[config.mk]
export PLATFORM = sky130hd
export DESIGN_NAME = cao_back
export DESIGN_NICKNAME = d
export VERILOG_FILES = /design/src/design/cao_pkg.sv /design/src/design/cao_back.sv
export SDC_FILE = /design/constraint.sdc
export NUM_CORES = 2
export LEC_CHECK = 0
export BUFFER_PORTS_ARGS = -buffer_cell sky130_fd_sc_hd__buf_2
export CAP_MARGIN = 20
export CORE_MARGIN = 2
export CORE_UTILIZATION = 63
export DETAILED_ROUTE_END_ITERATION = 8
export GPL_TIMING_DRIVEN = 0
export PLACE_DENSITY_LB_ADDON = 0.1
export SLEW_MARGIN = 15
export SYNTH_ARGS = -nofsm -noshare
export SYNTH_HDL_FRONTEND = slang
export SYNTH_SLANG_ARGS = --single-unit
[constraint.sdc]
create_clock -name clk_i -period 10.4 [get_ports clk_i]
set_input_delay 1.04 -clock clk_i [delete_from_list [all_inputs] [get_ports clk_i]]
set_output_delay 1.04 -clock clk_i [all_outputs]
set_load 0.05 [all_outputs]
[src/design/cao_pkg.sv]
// shared types and constants of the cursor alpha overlay
package cao_pkg;

  // operation codes of an input word
  localparam logic OP_LOAD    = 1'b0;
  localparam logic OP_COMPOSE = 1'b1;

  // configuration register indexes
  localparam logic [2:0] CFG_POINTER_X   = 3'd0;
  localparam logic [2:0] CFG_POINTER_Y   = 3'd1;
  localparam logic [2:0] CFG_HOTSPOT_X   = 3'd2;
  localparam logic [2:0] CFG_HOTSPOT_Y   = 3'd3;
  localparam logic [2:0] CFG_RED_SHIFT   = 3'd4;
  localparam logic [2:0] CFG_GREEN_SHIFT = 3'd5;
  localparam logic [2:0] CFG_BLUE_SHIFT  = 3'd6;

  // queue depths between the parts, powers of two
  localparam int MID_DEPTH = 4;
  localparam int OUT_DEPTH = 4;

  // art store geometry
  localparam int STORE_AW = 10;

  // division by 255: (x * 32897) >> 23 is exact for x below 65536
  localparam logic [16:0] RECIP_255  = 17'd32897;
  localparam int          RECIP_SHFT = 23;
  localparam logic [15:0] ROUND_HALF = 16'd127;
  localparam logic [7:0]  ALPHA_FULL = 8'hFF;

  typedef struct packed {
    logic        operation;
    logic [9:0]  art_index;
    logic [31:0] art_color;
    logic [7:0]  art_alpha;
    logic [11:0] pixel_x;
    logic [11:0] pixel_y;
    logic [31:0] under_pixel;
  } cao_in_t;

  typedef struct packed {
    logic        write_enable;
    logic [11:0] out_x;
    logic [11:0] out_y;
    logic [31:0] out_pixel;
  } cao_out_t;

  typedef struct packed {
    logic [11:0] pointer_x;
    logic [11:0] pointer_y;
    logic [4:0]  hotspot_x;
    logic [4:0]  hotspot_y;
    logic [4:0]  red_shift;
    logic [4:0]  green_shift;
    logic [4:0]  blue_shift;
  } cao_cfg_t;

  // classified compose word handed from front to back
  typedef struct packed {
    logic        hit;
    logic [11:0] pixel_x;
    logic [11:0] pixel_y;
    logic [31:0] under_pixel;
    logic [31:0] art_color;
    logic [7:0]  art_alpha;
  } cao_mid_t;

endpackage

[src/design/cao_back.sv]
// back part: blends the art over the pixel underneath in a short pipeline
module cao_back import cao_pkg::*; (
  input  logic     clk_i,
  input  logic     rst_ni,
  input  cao_cfg_t cfg_i,
  input  logic     mid_empty_i,
  input  cao_mid_t mid_word_i,
  output logic     mid_pop_o,
  input  logic     out_pop_i,
  output logic     out_push_o,
  output cao_out_t out_word_o
);

  localparam int CW = $clog2(OUT_DEPTH + 1);

  logic          issue;
  logic [CW-1:0] cnt_q, cnt_d;
  logic [7:0]    under_ch [3];
  logic [7:0]    over_ch [3];
  logic [7:0]    inv_a;
  logic [15:0]   sum [3];
  logic [32:0]   prod [3];
  logic [31:0]   blend;

  // stage a registers
  logic          a_valid_q;
  logic          a_we_q, a_full_q;
  logic [11:0]   a_x_q, a_y_q;
  logic [31:0]   a_under_q, a_color_q;
  logic [15:0]   a_sum_q [3];

  // stage b registers
  logic          b_valid_q;
  logic          b_we_q, b_full_q;
  logic [11:0]   b_x_q, b_y_q;
  logic [31:0]   b_under_q, b_color_q;
  logic [7:0]    b_ch_q [3];

  assign issue     = !mid_empty_i && (cnt_q != CW'(OUT_DEPTH));
  assign mid_pop_o = issue;

  // channel extraction and weighted sums
  assign under_ch[0] = 8'(mid_word_i.under_pixel >> cfg_i.red_shift);
  assign under_ch[1] = 8'(mid_word_i.under_pixel >> cfg_i.green_shift);
  assign under_ch[2] = 8'(mid_word_i.under_pixel >> cfg_i.blue_shift);
  assign over_ch[0]  = mid_word_i.art_color[23:16];
  assign over_ch[1]  = mid_word_i.art_color[15:8];
  assign over_ch[2]  = mid_word_i.art_color[7:0];
  assign inv_a       = ALPHA_FULL - mid_word_i.art_alpha;

  always_comb begin
    for (int i = 0; i < 3; i++) begin
      sum[i] = {8'b0, over_ch[i]} * {8'b0, mid_word_i.art_alpha} +
               {8'b0, under_ch[i]} * {8'b0, inv_a} + ROUND_HALF;
    end
  end

  // divide each sum by 255 through the reciprocal
  always_comb begin
    for (int i = 0; i < 3; i++) begin
      prod[i] = {17'b0, a_sum_q[i]} * {16'b0, RECIP_255};
    end
  end

  // valid bits of the pipeline
  always_ff @(posedge clk_i or negedge rst_ni) begin
    if (!rst_ni) begin
      a_valid_q <= 1'b0;
      b_valid_q <= 1'b0;
    end else begin
      a_valid_q <= issue;
      b_valid_q <= a_valid_q;
    end
  end

  // stage a payload
  always_ff @(posedge clk_i) begin
    if (issue) begin
      a_we_q    <= mid_word_i.hit && (mid_word_i.art_alpha != '0);
      a_full_q  <= (mid_word_i.art_alpha == ALPHA_FULL);
      a_x_q     <= mid_word_i.pixel_x;
      a_y_q     <= mid_word_i.pixel_y;
      a_under_q <= mid_word_i.under_pixel;
      a_color_q <= mid_word_i.art_color;
      for (int i = 0; i < 3; i++) begin
        a_sum_q[i] <= sum[i];
      end
    end
  end

  // stage b payload
  always_ff @(posedge clk_i) begin
    if (a_valid_q) begin
      b_we_q    <= a_we_q;
      b_full_q  <= a_full_q;
      b_x_q     <= a_x_q;
      b_y_q     <= a_y_q;
      b_under_q <= a_under_q;
      b_color_q <= a_color_q;
      for (int i = 0; i < 3; i++) begin
        b_ch_q[i] <= prod[i][RECIP_SHFT+7:RECIP_SHFT];
      end
    end
  end

  // place channels and pick the result word
  assign blend = ({24'b0, b_ch_q[0]} << cfg_i.red_shift) |
                 ({24'b0, b_ch_q[1]} << cfg_i.green_shift) |
                 ({24'b0, b_ch_q[2]} << cfg_i.blue_shift);

  assign out_push_o              = b_valid_q;
  assign out_word_o.write_enable = b_we_q;
  assign out_word_o.out_x        = b_x_q;
  assign out_word_o.out_y        = b_y_q;
  assign out_word_o.out_pixel    = !b_we_q ? b_under_q :
                                   (b_full_q ? b_color_q : blend);

  // credit count: words in the pipeline plus words in the result queue
  always_comb begin
    cnt_d = cnt_q;
    if (issue && !out_pop_i) begin
      cnt_d = cnt_q + CW'(1);
    end else if (!issue && out_pop_i) begin
      cnt_d = cnt_q - CW'(1);
    end
  end

  always_ff @(posedge clk_i or negedge rst_ni) begin
    if (!rst_ni) begin
      cnt_q <= '0;
    end else begin
      cnt_q <= cnt_d;
    end
  end

endmodule

==> impl_metrics.ini <==
[critical_path]
cp-start-kind = primary input
cp_max_fo = 10
worst-setup-path-type = in -> reg
cp-end-kind = flop
r2r_setup_slack_ps = 6340
arrival_ps = 8440
crit_required_ps = 10700

[floorplan]
die_w_um = 224
core_area_um2 = 47600
initial_core_util_pct = 63.7
rows = 80
die_h_um = 224
io_pins = 209
die_area_um2 = 50000

[sta]
slew_headroom_pct = 23.6
timing.final.crit_share_pct = 78.2
finalHoldViolCount = 0
whs_ps = 274
finalSetupTns_ps = 0
fin_crit_ps = 8140
fin_skew_ps = 11.9
rsz0062_at_grt = false
worst_pin_slew_ps = 1140
drv_slew = 0
setup_viol = 0
timing.fmax_mhz = 123
setup_ws_ps = 2260

[synth]
yosysWarnings = 0
yosys.area_share.simple_pct = 11.1
synth-edff-count = 252
synth-xor-area-share_pct = 1.85
synth_fp_nets = 3599
avgSynthCellArea_um2 = 10.9
ys_seq_area_share_pct = 25.3
synth-async-reset-ratio_pct = 1.95
synthAdderAreaFrac_pct = 35.4
synth.distinct_cells = 90
syn_area_um2 = 30400
ys.flop_type = edfxtp_1
synth_compound_area_share_pct = 7.55
synth_top_family_by_area = adder cells
ys_ff_latch = 257
netlist_instances = 2775
synthMuxAreaShare_pct = 11.5

[clock_tree]
clock-root-buffer = clkbuf_16
cts_inserted_buffers = 29
post_cts_resized = 0
hold_buffers = 0
ctsLongestPathBuffers = 3
htreeDepth = 1
cts.clk_slew.worst_paths_ps = 60
cts_tree = built
cts_setup_buffers = 0
clock_sinks = 257
clk_latency_ps = 580

[route]
drc = 0
via_count = 22900
vias_per_cell = 6.34
drt_iter0_drc = 2147
totalWireLength_um = 89900
avgRoutedWirePerCell_um = 24.8
firstDrtPassIters = 6
ant_nets = 0

[cells_and_area]
final_common_cell = inv_1
drive_above_1_share_pct = 15.1
mostFrequentLayoutCells = inv_1 (410), ha_1 (364), fa_1 (310), edfxtp_1 (252), nand2_1 (199)
stdcell_count = 3618
n_antenna_cell = 0
fill_cells = 3629
nets = 3805
synthToLayoutAreaGrowth_pct = 9.15

[placement]
place_inst = 3564
io_buffers = 166
hpwl_um = 72800
gp_congestion = 1.01
dp_slack_ps = 1870

[global_routing]
grt_pass1_wl_um = 139000
grt_pass1_vias = 24100
grt_max_degree = 54
grt.total_usage_pct = 37.0
grt_overflow = 0
antenna_found_initial = 4

[outcome]
status = finished, final reports clean

[job]
cap_violations = 0

[worst_hold_path]
hold_path_class = in -> async
[registers in the layout, indices dropped and copies added, names as in the netlist, 3 cells and up]
register and flops:
a_color_q 32, cnt_q 3, a_under_q 32, b_y_q 12, a_y_q 12, a_x_q 12, b_ch_q 24, b_under_q 32
b_x_q 12, b_color_q 32, a_sum_q 48
[worst max-delay path: stages]
cell and delay, ps:
buf_2 110, clkbuf_1 290, mux4_1 630, mux4_2 470
o21ai_1 880, or2_2 270, fa_1 460, fa_1 560
inv_1 50, fa_1 520, fa_1 440, fa_1 490
inv_1 50, fa_1 470, inv_1 40, ha_1 340
a21oi_1 170, o21ai_0 160, a41o_1 340, o22ai_1 340
mux2i_1 230, nand4_1 100
[cell usage after synthesis (all sizes together) (14+ instances only)]
master  count  area (µm²)
edfxtp    252        7570
o22ai      20         125
nor2      180         676
fa        310        6210
nand2     199         747
o21ai      69         364
xor2       15         131
a21oi     105         537
mux2       29         334
mux4       94        2200
or2        99         619
a22oi      16         120
and2       94         588
xnor2      49         429
a21o       17         128
mux2i      84         970
clkbuf     74         283
ha        364        4550
nor3       19        95.1
inv       411        1540
nor2b      26         163
o21a       14         105
nand3      26         130
buf        47         350
[logic make-up (layout without fill, tap and decap cells)]
| logic type | Yosys count | after routing |
|---|---|---|
| AOI/OAI and AO/OA | 345 | 345 |
| xor gates and xnor gates | 64 | 64 |
| adders and majority gates | 674 | 674 |
| buffers and inverters | 533 | 761 |
| DFF | 257 | 257 |
| muxes | 207 | 207 |
| and+or+nand+nor | 695 | 695 |
[path summary, 6_finish.rpt]
| kind | start | end | cells after the start |
|---|---|---|---|
| max | mid_word_i[45] | a_sum_q[0][31] | 22 |
| max reg2reg | a_sum_q[0][31] | b_ch_q[0][13] | 12 |
| min in group clk_i | a_color_q[23] | b_color_q[23] | 0 |
| min reg2reg | a_color_q[23] | b_color_q[23] | 0 |
| max in group asynchronous | rst_ni | a_valid_q | 1 |
| min | rst_ni | cnt_q[0] | 1 |
[layout make-up]
type	count	area [µm²]	area share, %
Inverter	412	1550	4.67
Timing Repair Buffer	175	1040	3.14
Multi-Input combinational cell	1985	20500	61.9
Clock buffer	35	778	2.35
Tap cell	615	769	2.32
Sequential cell	257	7700	23.2
Clock inverter	18	174	0.525
Buffer	121	633	1.91
[through the flow]
step / utilization [%] / instance area, µm²
floorplan: - / 30400
global placement: 67.1 / 32000
detailed placement: 67.5 / 32200
CTS: 69.5 / 33100
global route: 69.5 / 33100
finish: 69.5 / 33100
[layer usage]
layer | global-route usage [%] | wire length [µm] | up-vias
li1 | - | - | 9955
met1 | 48.9 | 34800 | 11400
met2 | 59.2 | 41400 | 1287
met3 | 7.66 | 9070 | 287
met4 | 16.7 | 4560 | 4
met5 | 0 | 24 | -
Power is not shown: default switching activity piles up to over one toggle a cycle in this logic, so the estimate is an artifact.
