--- config.mk ---
export PLATFORM = sky130hd
export DESIGN_NAME = cao_queue
export DESIGN_NICKNAME = d
export VERILOG_FILES = /design/src/design/cao_pkg.sv /design/src/design/cao_queue.sv
export SDC_FILE = /design/constraint.sdc
export NUM_CORES = 1
export LEC_CHECK = 0
export BUFFER_PORTS_ARGS = -buffer_cell sky130_fd_sc_hd__clkbuf_2
export CAP_MARGIN = 20
export CORE_MARGIN = 3
export CORE_UTILIZATION = 55
export CTS_CLUSTER_DIAMETER = 100
export DETAILED_ROUTE_END_ITERATION = 10
export GPL_TIMING_DRIVEN = 0
export PLACE_DENSITY = 0.77
export SLEW_MARGIN = 20
export SYNTH_ARGS = -nofsm -noshare
export SYNTH_HDL_FRONTEND = slang
export SYNTH_SLANG_ARGS = --single-unit
--- constraint.sdc ---
create_clock -name clk_i -period 2.2 [get_ports clk_i]
set_clock_uncertainty 0.05 [all_clocks]
set_input_delay 0.33 -clock clk_i [delete_from_list [all_inputs] [get_ports clk_i]]
set_output_delay 0.33 -clock clk_i [all_outputs]
set_load 0.01 [all_outputs]
--- src/design/cao_pkg.sv ---
// shared types and constants of the cursor alpha overlay
package cao_pkg;

  // operation codes of an input word
  localparam logic OP_LOAD    = 1'b0;
  localparam logic OP_COMPOSE = 1'b1;

  // configuration register indexes
  localparam logic [2:0] CFG_POINTER_X   = 3'd0;
  localparam logic [2:0] CFG_POINTER_Y   = 3'd1;
  localparam logic [2:0] CFG_HOTSPOT_X   = 3'd2;
  localparam logic [2:0] CFG_HOTSPOT_Y   = 3'd3;
  localparam logic [2:0] CFG_RED_SHIFT   = 3'd4;
  localparam logic [2:0] CFG_GREEN_SHIFT = 3'd5;
  localparam logic [2:0] CFG_BLUE_SHIFT  = 3'd6;

  // queue depths between the parts, powers of two
  localparam int MID_DEPTH = 4;
  localparam int OUT_DEPTH = 4;

  // art store geometry
  localparam int STORE_AW = 10;

  // division by 255: (x * 32897) >> 23 is exact for x below 65536
  localparam logic [16:0] RECIP_255  = 17'd32897;
  localparam int          RECIP_SHFT = 23;
  localparam logic [15:0] ROUND_HALF = 16'd127;
  localparam logic [7:0]  ALPHA_FULL = 8'hFF;

  typedef struct packed {
    logic        operation;
    logic [9:0]  art_index;
    logic [31:0] art_color;
    logic [7:0]  art_alpha;
    logic [11:0] pixel_x;
    logic [11:0] pixel_y;
    logic [31:0] under_pixel;
  } cao_in_t;

  typedef struct packed {
    logic        write_enable;
    logic [11:0] out_x;
    logic [11:0] out_y;
    logic [31:0] out_pixel;
  } cao_out_t;

  typedef struct packed {
    logic [11:0] pointer_x;
    logic [11:0] pointer_y;
    logic [4:0]  hotspot_x;
    logic [4:0]  hotspot_y;
    logic [4:0]  red_shift;
    logic [4:0]  green_shift;
    logic [4:0]  blue_shift;
  } cao_cfg_t;

  // classified compose word handed from front to back
  typedef struct packed {
    logic        hit;
    logic [11:0] pixel_x;
    logic [11:0] pixel_y;
    logic [31:0] under_pixel;
    logic [31:0] art_color;
    logic [7:0]  art_alpha;
  } cao_mid_t;

endpackage

--- src/design/cao_queue.sv ---
// small first-in first-out queue, space guaranteed by the caller's credit count
module cao_queue import cao_pkg::*; #(
  parameter int WIDTH = 8,
  parameter int DEPTH = 4
) (
  input  logic             clk_i,
  input  logic             rst_ni,
  input  logic             push_i,
  input  logic [WIDTH-1:0] data_i,
  input  logic             pop_i,
  output logic [WIDTH-1:0] data_o,
  output logic             empty_o
);

  localparam int PW = (DEPTH > 1) ? $clog2(DEPTH) : 1;
  localparam int CW = $clog2(DEPTH + 1);

  logic [WIDTH-1:0] slot_q [DEPTH];
  logic [PW-1:0]    wr_ptr_q, wr_ptr_d;
  logic [PW-1:0]    rd_ptr_q, rd_ptr_d;
  logic [CW-1:0]    count_q, count_d;
  logic             do_pop;

  assign do_pop  = pop_i && (count_q != '0);
  assign empty_o = (count_q == '0);
  assign data_o  = slot_q[rd_ptr_q];

  // pointer and fill count update
  always_comb begin
    wr_ptr_d = push_i ? wr_ptr_q + PW'(1) : wr_ptr_q;
    rd_ptr_d = do_pop ? rd_ptr_q + PW'(1) : rd_ptr_q;
    count_d  = count_q;
    if (push_i && !do_pop) begin
      count_d = count_q + CW'(1);
    end else if (!push_i && do_pop) begin
      count_d = count_q - CW'(1);
    end
  end

  always_ff @(posedge clk_i or negedge rst_ni) begin
    if (!rst_ni) begin
      wr_ptr_q <= '0;
      rd_ptr_q <= '0;
      count_q  <= '0;
    end else begin
      wr_ptr_q <= wr_ptr_d;
      rd_ptr_q <= rd_ptr_d;
      count_q  <= count_d;
    end
  end

  // word storage
  always_ff @(posedge clk_i) begin
    if (push_i) begin
      slot_q[wr_ptr_q] <= data_i;
    end
  end

endmodule

==> load_flow_metrics.sql, run 1 <==
INSERT INTO impl_metrics (metric_group, metric, value, unit) VALUES
('sta', 'timing_max_transition_violations_final', '0', ''),
('route', 'max_layer_used', 'met4', ''),
('pwr', 'cellLeakagePower', '0.6813', 'nW'),
('placed_design', 'placement.io_buffers', '20', ''),
('route', 'vias_per_cell', '5.394', ''),
('clocking', 'cts_tree', 'yes', ''),
('synth', 'synth_area_per_cell', '20.58', 'µm²'),
('sta', 'fin_crit_sh', '0.9410', ''),
('flow_run', 'max-cap-violations', '0', ''),
('cells_and_area', 'syn_to_layout_area_delta', '13.52', '%'),
('pwr', 'ir_drop', '0.0008802', 'V'),
('cells_and_area', 'diodes', '0', ''),
('placed_design', 'placement.cell_area', '1702', 'µm²'),
('route', 'ant_nets', '0', ''),
('cells_and_area', 'final_area', '1775', 'µm²'),
('cells_and_area', 'finalNetCount', '124', ''),
('route', 'drcViolationCount', '0', ''),
('global_routing', 'antenna_found_initial', '0', ''),
('clocking', 'cts-htree-levels', '2', ''),
('cells_and_area', 'ff_latch_area', '1136', 'µm²'),
('clocking', 'cts_sinks', '39', ''),
('synth', 'synth.yosys.warnings', '0', ''),
('hold_path', 'hold_path_class', 'primary input to flip-flop', ''),
('clocking', 'cts.reportedPaths.clkPinSlew', '110', 'ps'),
('critical_path', 'crit_type', 'flip-flop to flip-flop', ''),
('synth', 'yosys_register_bits', '39', ''),
('synth', 'netlist-cell-type-count', '18', ''),
('critical_path', 'crit_required', '2410', 'ps'),
('route', 'vias', '739', ''),
('synth', 'postSynthNetCount', '94', ''),
('synth', 'syn-cell-area', '1564', 'µm²'),
('pwr', 'power.density_cell_area', '1224', 'nW/µm²'),
('cells_and_area', 'final_cell_mix', 'edfxtp_1, clkbuf_2, mux4_2', ''),
('synth', 'synth_seq_area_share', '0.7264', ''),
('die', 'total_die_area', '3519', 'µm²'),
('die', 'initial_core_util', '0.6039', ''),
('clocking', 'clock_latency_on_the_worst_skew_pair', '330', 'ps'),
('die', 'floorplan.rows', '18', ''),
('route', 'routed_wire_length_per_instance', '16.85', 'µm'),
('global_routing', 'grt_overflow_total', '0', ''),
('cells_and_area', 'nFillCells', '169', ''),
('cells_and_area', 'final_common_cell', 'edfxtp_1', ''),
('die', 'coreArea', '2590', 'µm²'),
('global_routing', 'pin_count_of_the_biggest_net_entering_global_routing', '12', ''),
('die', 'top_level_ports', '21', ''),
('critical_path', 'setup.worst_path.start_class', 'flip-flop', ''),
('sta', 'max_slew.worst_pin.slew', '465.9', 'ps'),
('route', 'detail_route.wirelength.met1', '1056', 'µm'),
('route', 'finalWirelength', '2309', 'µm'),
('clocking', 'cts_buffers', '5', ''),
('critical_path', 'crit_path_end_kind', 'flip-flop', ''),
('global_routing', 'grt_first_pass_wirelength', '3857', 'µm'),
('synth', 'postSynthCellCount', '76', ''),
('global_routing', 'grtUsageTotal', '0.1623', ''),
('clocking', 'clock_tree.buffer_depth', '2', ''),
('die', 'die-height', '59.33', 'µm'),
('clocking', 'clock_root_buffer', 'clkbuf_4', ''),
('route', 'met2WireLength', '1092', 'µm'),
('critical_path', 'critical_path.max_fanout', '3', ''),
('pwr', 'design_power_total', '2.174', 'mW'),
('critical_path', 'crit_arrival', '2280', 'ps'),
('global_routing', 'first_global_vias', '761', ''),
('cells_and_area', 'ratio_of_cells_with_drive_above_1_in_the_final_layout', '0.3832', ''),
('sta', 'period_needed', '2070', 'ps'),
('sta', 'setup_viol_count_final', '0', ''),
('sta', 'unrepaired_setup_endpoints_after_global_routing', 'false', ''),
('sta', 'max_slew_margin', '0.6894', ''),
('sta', 'totalNegativeSetupSlack', '0', 'ps'),
('sta', 'endpoints_failing_hold', '0', ''),
('status', 'outcome', 'finished clean', ''),
('sta', 'timing.fmax', '483.0', 'MHz'),
('placed_design', 'final_gp_congestion', '0.6651', ''),
('route', 'drt-initial-drc-count', '15', ''),
('die', 'die_width', '59.33', 'µm'),
('route', 'drt_first_pass_iters', '4', ''),
('route', 'detailroute.wirelength.met3', '117', 'µm'),
('cells_and_area', 'area_taken_by_multi_input_logic_gates', '396.6', 'µm²');
[critical path, cell delays in order, from the launching register on]
cell     delay [ps]
dfrtp_1         390
or3_4           420
nand2_4         100
ha_1            170
inv_1            60
fa_1            370
xor2_1          160
nor2_1          120
xor2_1          170
[Yosys cell counts]
cell type  number  share of area
and2_1          4          0.016
buf_6           1         0.0072
clkbuf_2        1         0.0032
dfrtp_1         7           0.11
edfxtp_1       32           0.61
fa_1            1          0.013
ha_1            5          0.040
inv_1           4         0.0096
mux2_2          1         0.0072
mux4_2          8           0.12
nand2_1         1         0.0024
nand2_4         1         0.0072
nand3_2         1         0.0064
nor2_1          1         0.0024
o21ai_0         1         0.0032
or3_4           1         0.0072
xnor2_1         3          0.017
xor2_1          3          0.017
[metrics by stage]
step / std cells / hold WS [ps] / util / worst slack (ps)
2_1_floorplan: 76 / -15.59 / - / 194.4
3_3_place_gp: 126 / 122.3 / 0.6570 / 145.3
3_5_place_dp: 126 / 126.6 / 0.6570 / 38.39
4_1_cts: 135 / 152.8 / 0.6797 / 47.71
5_1_grt: 137 / 141.9 / 0.6855 / 18.16
6_report: 137 / 166.4 / 0.6855 / 129.8
[registers in the layout, summed over array words and instances (netlist names)]
name,flops
count_q,3
wr_ptr_q,2
rd_ptr_q,2
slot_q,32
[power by group]
group / leakage, nW / switching [mW] / internal (mW)
Clock: 0.0265 / 0.202 / 0.127
Sequential: 0.376 / 0.0658 / 0.991
Combinational: 0.279 / 0.395 / 0.393
[cell families (layout without fill, tap and decap cells)]
logic type / Yosys count / in the layout / share of synthesized area
xor gates and xnor gates: 6 / 6 / 0.03361
and+or+nand+nor: 9 / 9 / 0.04159
adders and majority gates: 6 / 6 / 0.05280
DFF: 39 / 39 / 0.7264
buffers and inverters: 6 / 37 / 0.01999
muxes: 9 / 9 / 0.1224
AOI/OAI and AO/OA: 1 / 1 / 0.003197
[area by class of cell]
class,instances,share of cell area
buffer,2,0.009161
clock buffer,8,0.02748
inverter,4,0.008457
timing repair buffer,23,0.07047
sequential,39,0.6399
multi-input combinational,31,0.2234
tap,30,0.02114
[path summary, 6_finish.rpt]
path                       startpoint            to  slack (ps)  cells past startpoint
min in group asynchronous      rst_ni    count_q[2]         300                      2
hold / removal              data_i[0]  slot_q[0][0]         170                      1
hold reg to reg            count_q[2]    count_q[2]         450                      1
setup reg to reg           count_q[0]    count_q[2]         130                      8
max in group asynchronous      rst_ni   wr_ptr_q[1]        1630                      2
setup / recovery           count_q[0]    count_q[2]         130                      8
[what timing repair did]
item / in CTS / in global routing
gates resized for setup: 0 / 0
hold endpoints to repair: 7 / 0
endpoints found under the setup margin: 0 / 1
hold buffers: 1 / 0
buffers inserted: 0 / 2
[layer usage]
layer  vias up  GRT usage
li1        350          -
met1       367     0.2076
met2        18     0.2434
met3         4    0.05664
met4         0    0.08738
met5         -          0
(Power assumes the default switching activity.)
==> inputs of run 2 (changes only) <==
Clock period 2.2 ns to 2.1 ns, I/O delays scaled along.
==> run 2 against run 1 <==
Die area is the same. Critical path type unchanged. Clock power grew 5%. Combinational power grew 7.9%. Fmax grew 3.8%. Largest power group unchanged. First-iteration DRC count grew 60%.
==> load_flow_metrics.sql, run 2 (synthesized netlist as in run 1, its figures left out) <==
INSERT INTO impl_metrics (metric_group, metric, value, unit) VALUES
('die', 'coreArea', '2590', 'µm²'),
('global_routing', 'grt_first_pass_wirelength', '3884', 'µm'),
('sta', 'timing_max_transition_violations_final', '0', ''),
('cells_and_area', 'biggest_regs', 'slot_q: 32 flops, count_q: 3 flops', ''),
('critical_path', 'critical_path.max_fanout', '3', ''),
('route', 'drt_first_pass_iters', '4', ''),
('critical_path', 'crit_type', 'flip-flop to flip-flop', ''),
('pwr', 'design_power_total', '2.303', 'mW'),
('route', 'ant_nets', '0', ''),
('placed_design', 'placement.io_buffers', '20', ''),
('critical_path', 'crit_path_cells', 'or3_4 -> nand2_4 -> ha_4 -> inv_1 -> fa_2 -> xor2_1 -> nor2_1 -> xor2_1', ''),
('placed_design', 'final_gp_congestion', '0.6651', ''),
('clocking', 'cts-htree-levels', '2', ''),
('die', 'initial_core_util', '0.6039', ''),
('route', 'met2WireLength', '1141', 'µm'),
('route', 'routed_wire_length_per_instance', '16.94', 'µm'),
('cells_and_area', 'finish.cell_count_without_fillers', '138', ''),
('global_routing', 'first_global_vias', '773', ''),
('clocking', 'cts.reportedPaths.clkPinSlew', '110', 'ps'),
('route', 'max_layer_used', 'met4', ''),
('clocking', 'clock_latency_on_the_worst_skew_pair', '330', 'ps'),
('pwr', 'power.clock.fraction', '0.150', ''),
('placed_design', 'placement.cell_area', '1702', 'µm²'),
('die', 'die_width', '59.33', 'µm'),
('global_routing', 'antenna_found_initial', '0', ''),
('clocking', 'cts_sinks', '39', ''),
('critical_path', 'crit_arrival', '2200', 'ps'),
('pwr', 'p_int', '1.601', 'mW'),
('sta', 'setup_viol_count_final', '0', ''),
('pwr', 'cellLeakagePower', '0.6856', 'nW'),
('critical_path', 'crit_path_end_kind', 'flip-flop', ''),
('pwr', 'netSwitchingPower', '0.7019', 'mW'),
('hold_path', 'hold_path_class', 'primary input to flip-flop', ''),
('global_routing', 'grtUsageTotal', '0.1632', ''),
('route', 'vias_per_cell', '5.362', ''),
('sta', 'timing.fmax', '501.6', 'MHz'),
('sta', 'fin_crit_sh', '0.9493', ''),
('critical_path', 'crit_top_cell', 'xor2_1', ''),
('pwr', 'power_switching_share', '0.3048', ''),
('cells_and_area', 'final_area', '1798', 'µm²'),
('critical_path', 'worst_setup_sp', 'count_q[1]', ''),
('sta', 'max_slew_margin', '0.6912', ''),
('die', 'die-height', '59.33', 'µm'),
('route', 'finalWirelength', '2338', 'µm'),
('critical_path', 'critical-path-max-stage-delay', '420', 'ps'),
('cells_and_area', 'ratio_of_cells_with_drive_above_1_in_the_final_layout', '0.4074', ''),
('critical_path', 'r2r-start', 'count_q[1]', ''),
('clocking', 'cts_buffers', '5', ''),
('cells_and_area', 'finalNetCount', '125', ''),
('sta', 'period_needed', '1994', 'ps'),
('status', 'outcome', 'finished clean', ''),
('pwr', 'share_seq_of_total_power', '0.481', ''),
('die', 'floorplan.rows', '18', ''),
('route', 'detail_route.wirelength.met1', '1042', 'µm'),
('placed_design', 'placedCellCount', '126', ''),
('pwr', 'ir_drop', '0.0009053', 'V'),
('pwr', 'power.density_cell_area', '1281', 'nW/µm²'),
('global_routing', 'grt_overflow_total', '0', ''),
('hold_path', 'hold_path.startpoint', 'data_i[0]', ''),
('cells_and_area', 'largest_register_ff_count', '32', ''),
('die', 'top_level_ports', '21', ''),
('route', 'detailroute.wirelength.met3', '112', 'µm'),
('clocking', 'clock_root_buffer', 'clkbuf_4', ''),
('global_routing', 'pin_count_of_the_biggest_net_entering_global_routing', '12', ''),
('critical_path', 'crit_required', '2310', 'ps'),
('clocking', 'cts_tree', 'yes', ''),
('route', 'vias', '740', ''),
('sta', 'unrepaired_setup_endpoints_after_global_routing', 'false', ''),
('pwr', 'combPwrFrac', '0.369', ''),
('cells_and_area', 'final_cell_mix', 'edfxtp_1, clkbuf_2, mux4_2', ''),
('route', 'drcViolationCount', '0', ''),
('critical_path', 'critical-path-slowest-cell', 'or3_4', ''),
('cells_and_area', 'final_common_cell', 'edfxtp_1', ''),
('cells_and_area', 'register_with_the_most_flip_flops', 'slot_q', ''),
('sta', 'max_slew.worst_pin.slew', '463.2', 'ps'),
('cells_and_area', 'syn_to_layout_area_delta', '14.96', '%'),
('die', 'total_die_area', '3519', 'µm²'),
('clocking', 'clock_tree.buffer_depth', '2', ''),
('route', 'drt-initial-drc-count', '24', ''),
('critical_path', 'setup.worst_path.start_class', 'flip-flop', ''),
('sta', 'endpoints_failing_hold', '0', ''),
('cells_and_area', 'diodes', '0', ''),
('flow_run', 'max-cap-violations', '0', '');
-- run 2: final timing paths --
| path | slack [ps] | to | cells past startpoint |
|---|---|---|---|
| worst max-delay path | 110 | count_q[2] | 8 |
| worst min-delay path | 150 | slot_q[0][0] | 1 |
| worst max register to register | 110 | count_q[2] | 8 |
| worst min register to register | 460 | count_q[2] | 1 |
| max in group asynchronous | 1550 | count_q[1] | 2 |
| min in group asynchronous | 290 | count_q[2] | 2 |
-- run 2: area by class of cell --
| cell class | instances | area (µm²) |
|---|---|---|
| buffer | 2 | 16.27 |
| clock buffer | 8 | 48.80 |
| fill | 164 | 792.0 |
| inverter | 4 | 15.01 |
| multi-input combinational | 31 | 411.6 |
| sequential | 39 | 1136 |
| tap | 30 | 37.54 |
| timing repair buffer | 24 | 132.6 |
-- run 2: through the flow --
| step | hold slack, ps | setup TNS, ps | setup slack, ps | util |
|---|---|---|---|---|
| 6_report | 151.1 | 0 | 106.4 | 0.6942 |
| 5_1_grt | 126.9 | 0 | 6.824 | 0.6942 |
| 4_1_cts | 137.8 | 0 | 17.40 | 0.6855 |
| 3_5_place_dp | 111.6 | -61.61 | -61.61 | 0.6570 |
| 3_3_place_gp | 107.3 | 0 | 45.33 | 0.6570 |
| 2_1_floorplan | -30.59 | 0 | 94.36 | - |
-- run 2: layer usage --
layer | up-vias | GRT usage
met5 | - | 0
met4 | 0 | 0.08738
met3 | 4 | 0.05664
met2 | 17 | 0.2449
met1 | 371 | 0.2091
li1 | 348 | -
-- run 2: critical path: cells and delay by family (launching register included) --
| kind | cells | cell delay, ps |
|---|---|---|
| xor+xnor | 2 | 330 |
| fa+ha+maj | 2 | 460 |
| buf+inv | 1 | 50 |
| flops | 1 | 380 |
| simple gates | 3 | 670 |
-- run 2: what timing repair did --
action | CTS | global route
buffers inserted | 2 | 1
hold endpoints to repair | 7 | 0
resized for setup | 0 | 3
pin swaps | 0 | 3
hold buffers | 1 | 0
cloned | 0 | 0
setup endpoints to repair | 1 | 1
-- run 2: power groups by stage --
stage | clock network, mW | logic (mW) | registers, mW
after floorplan | 0 | 0.575 | 1.11
after CTS | 0.357 | 0.847 | 1.11
after global routing | 0.399 | 0.948 | 1.13
after detailed placement | 0 | 0.799 | 1.14
final | 0.345 | 0.849 | 1.11
after global placement | 0 | 0.777 | 1.13
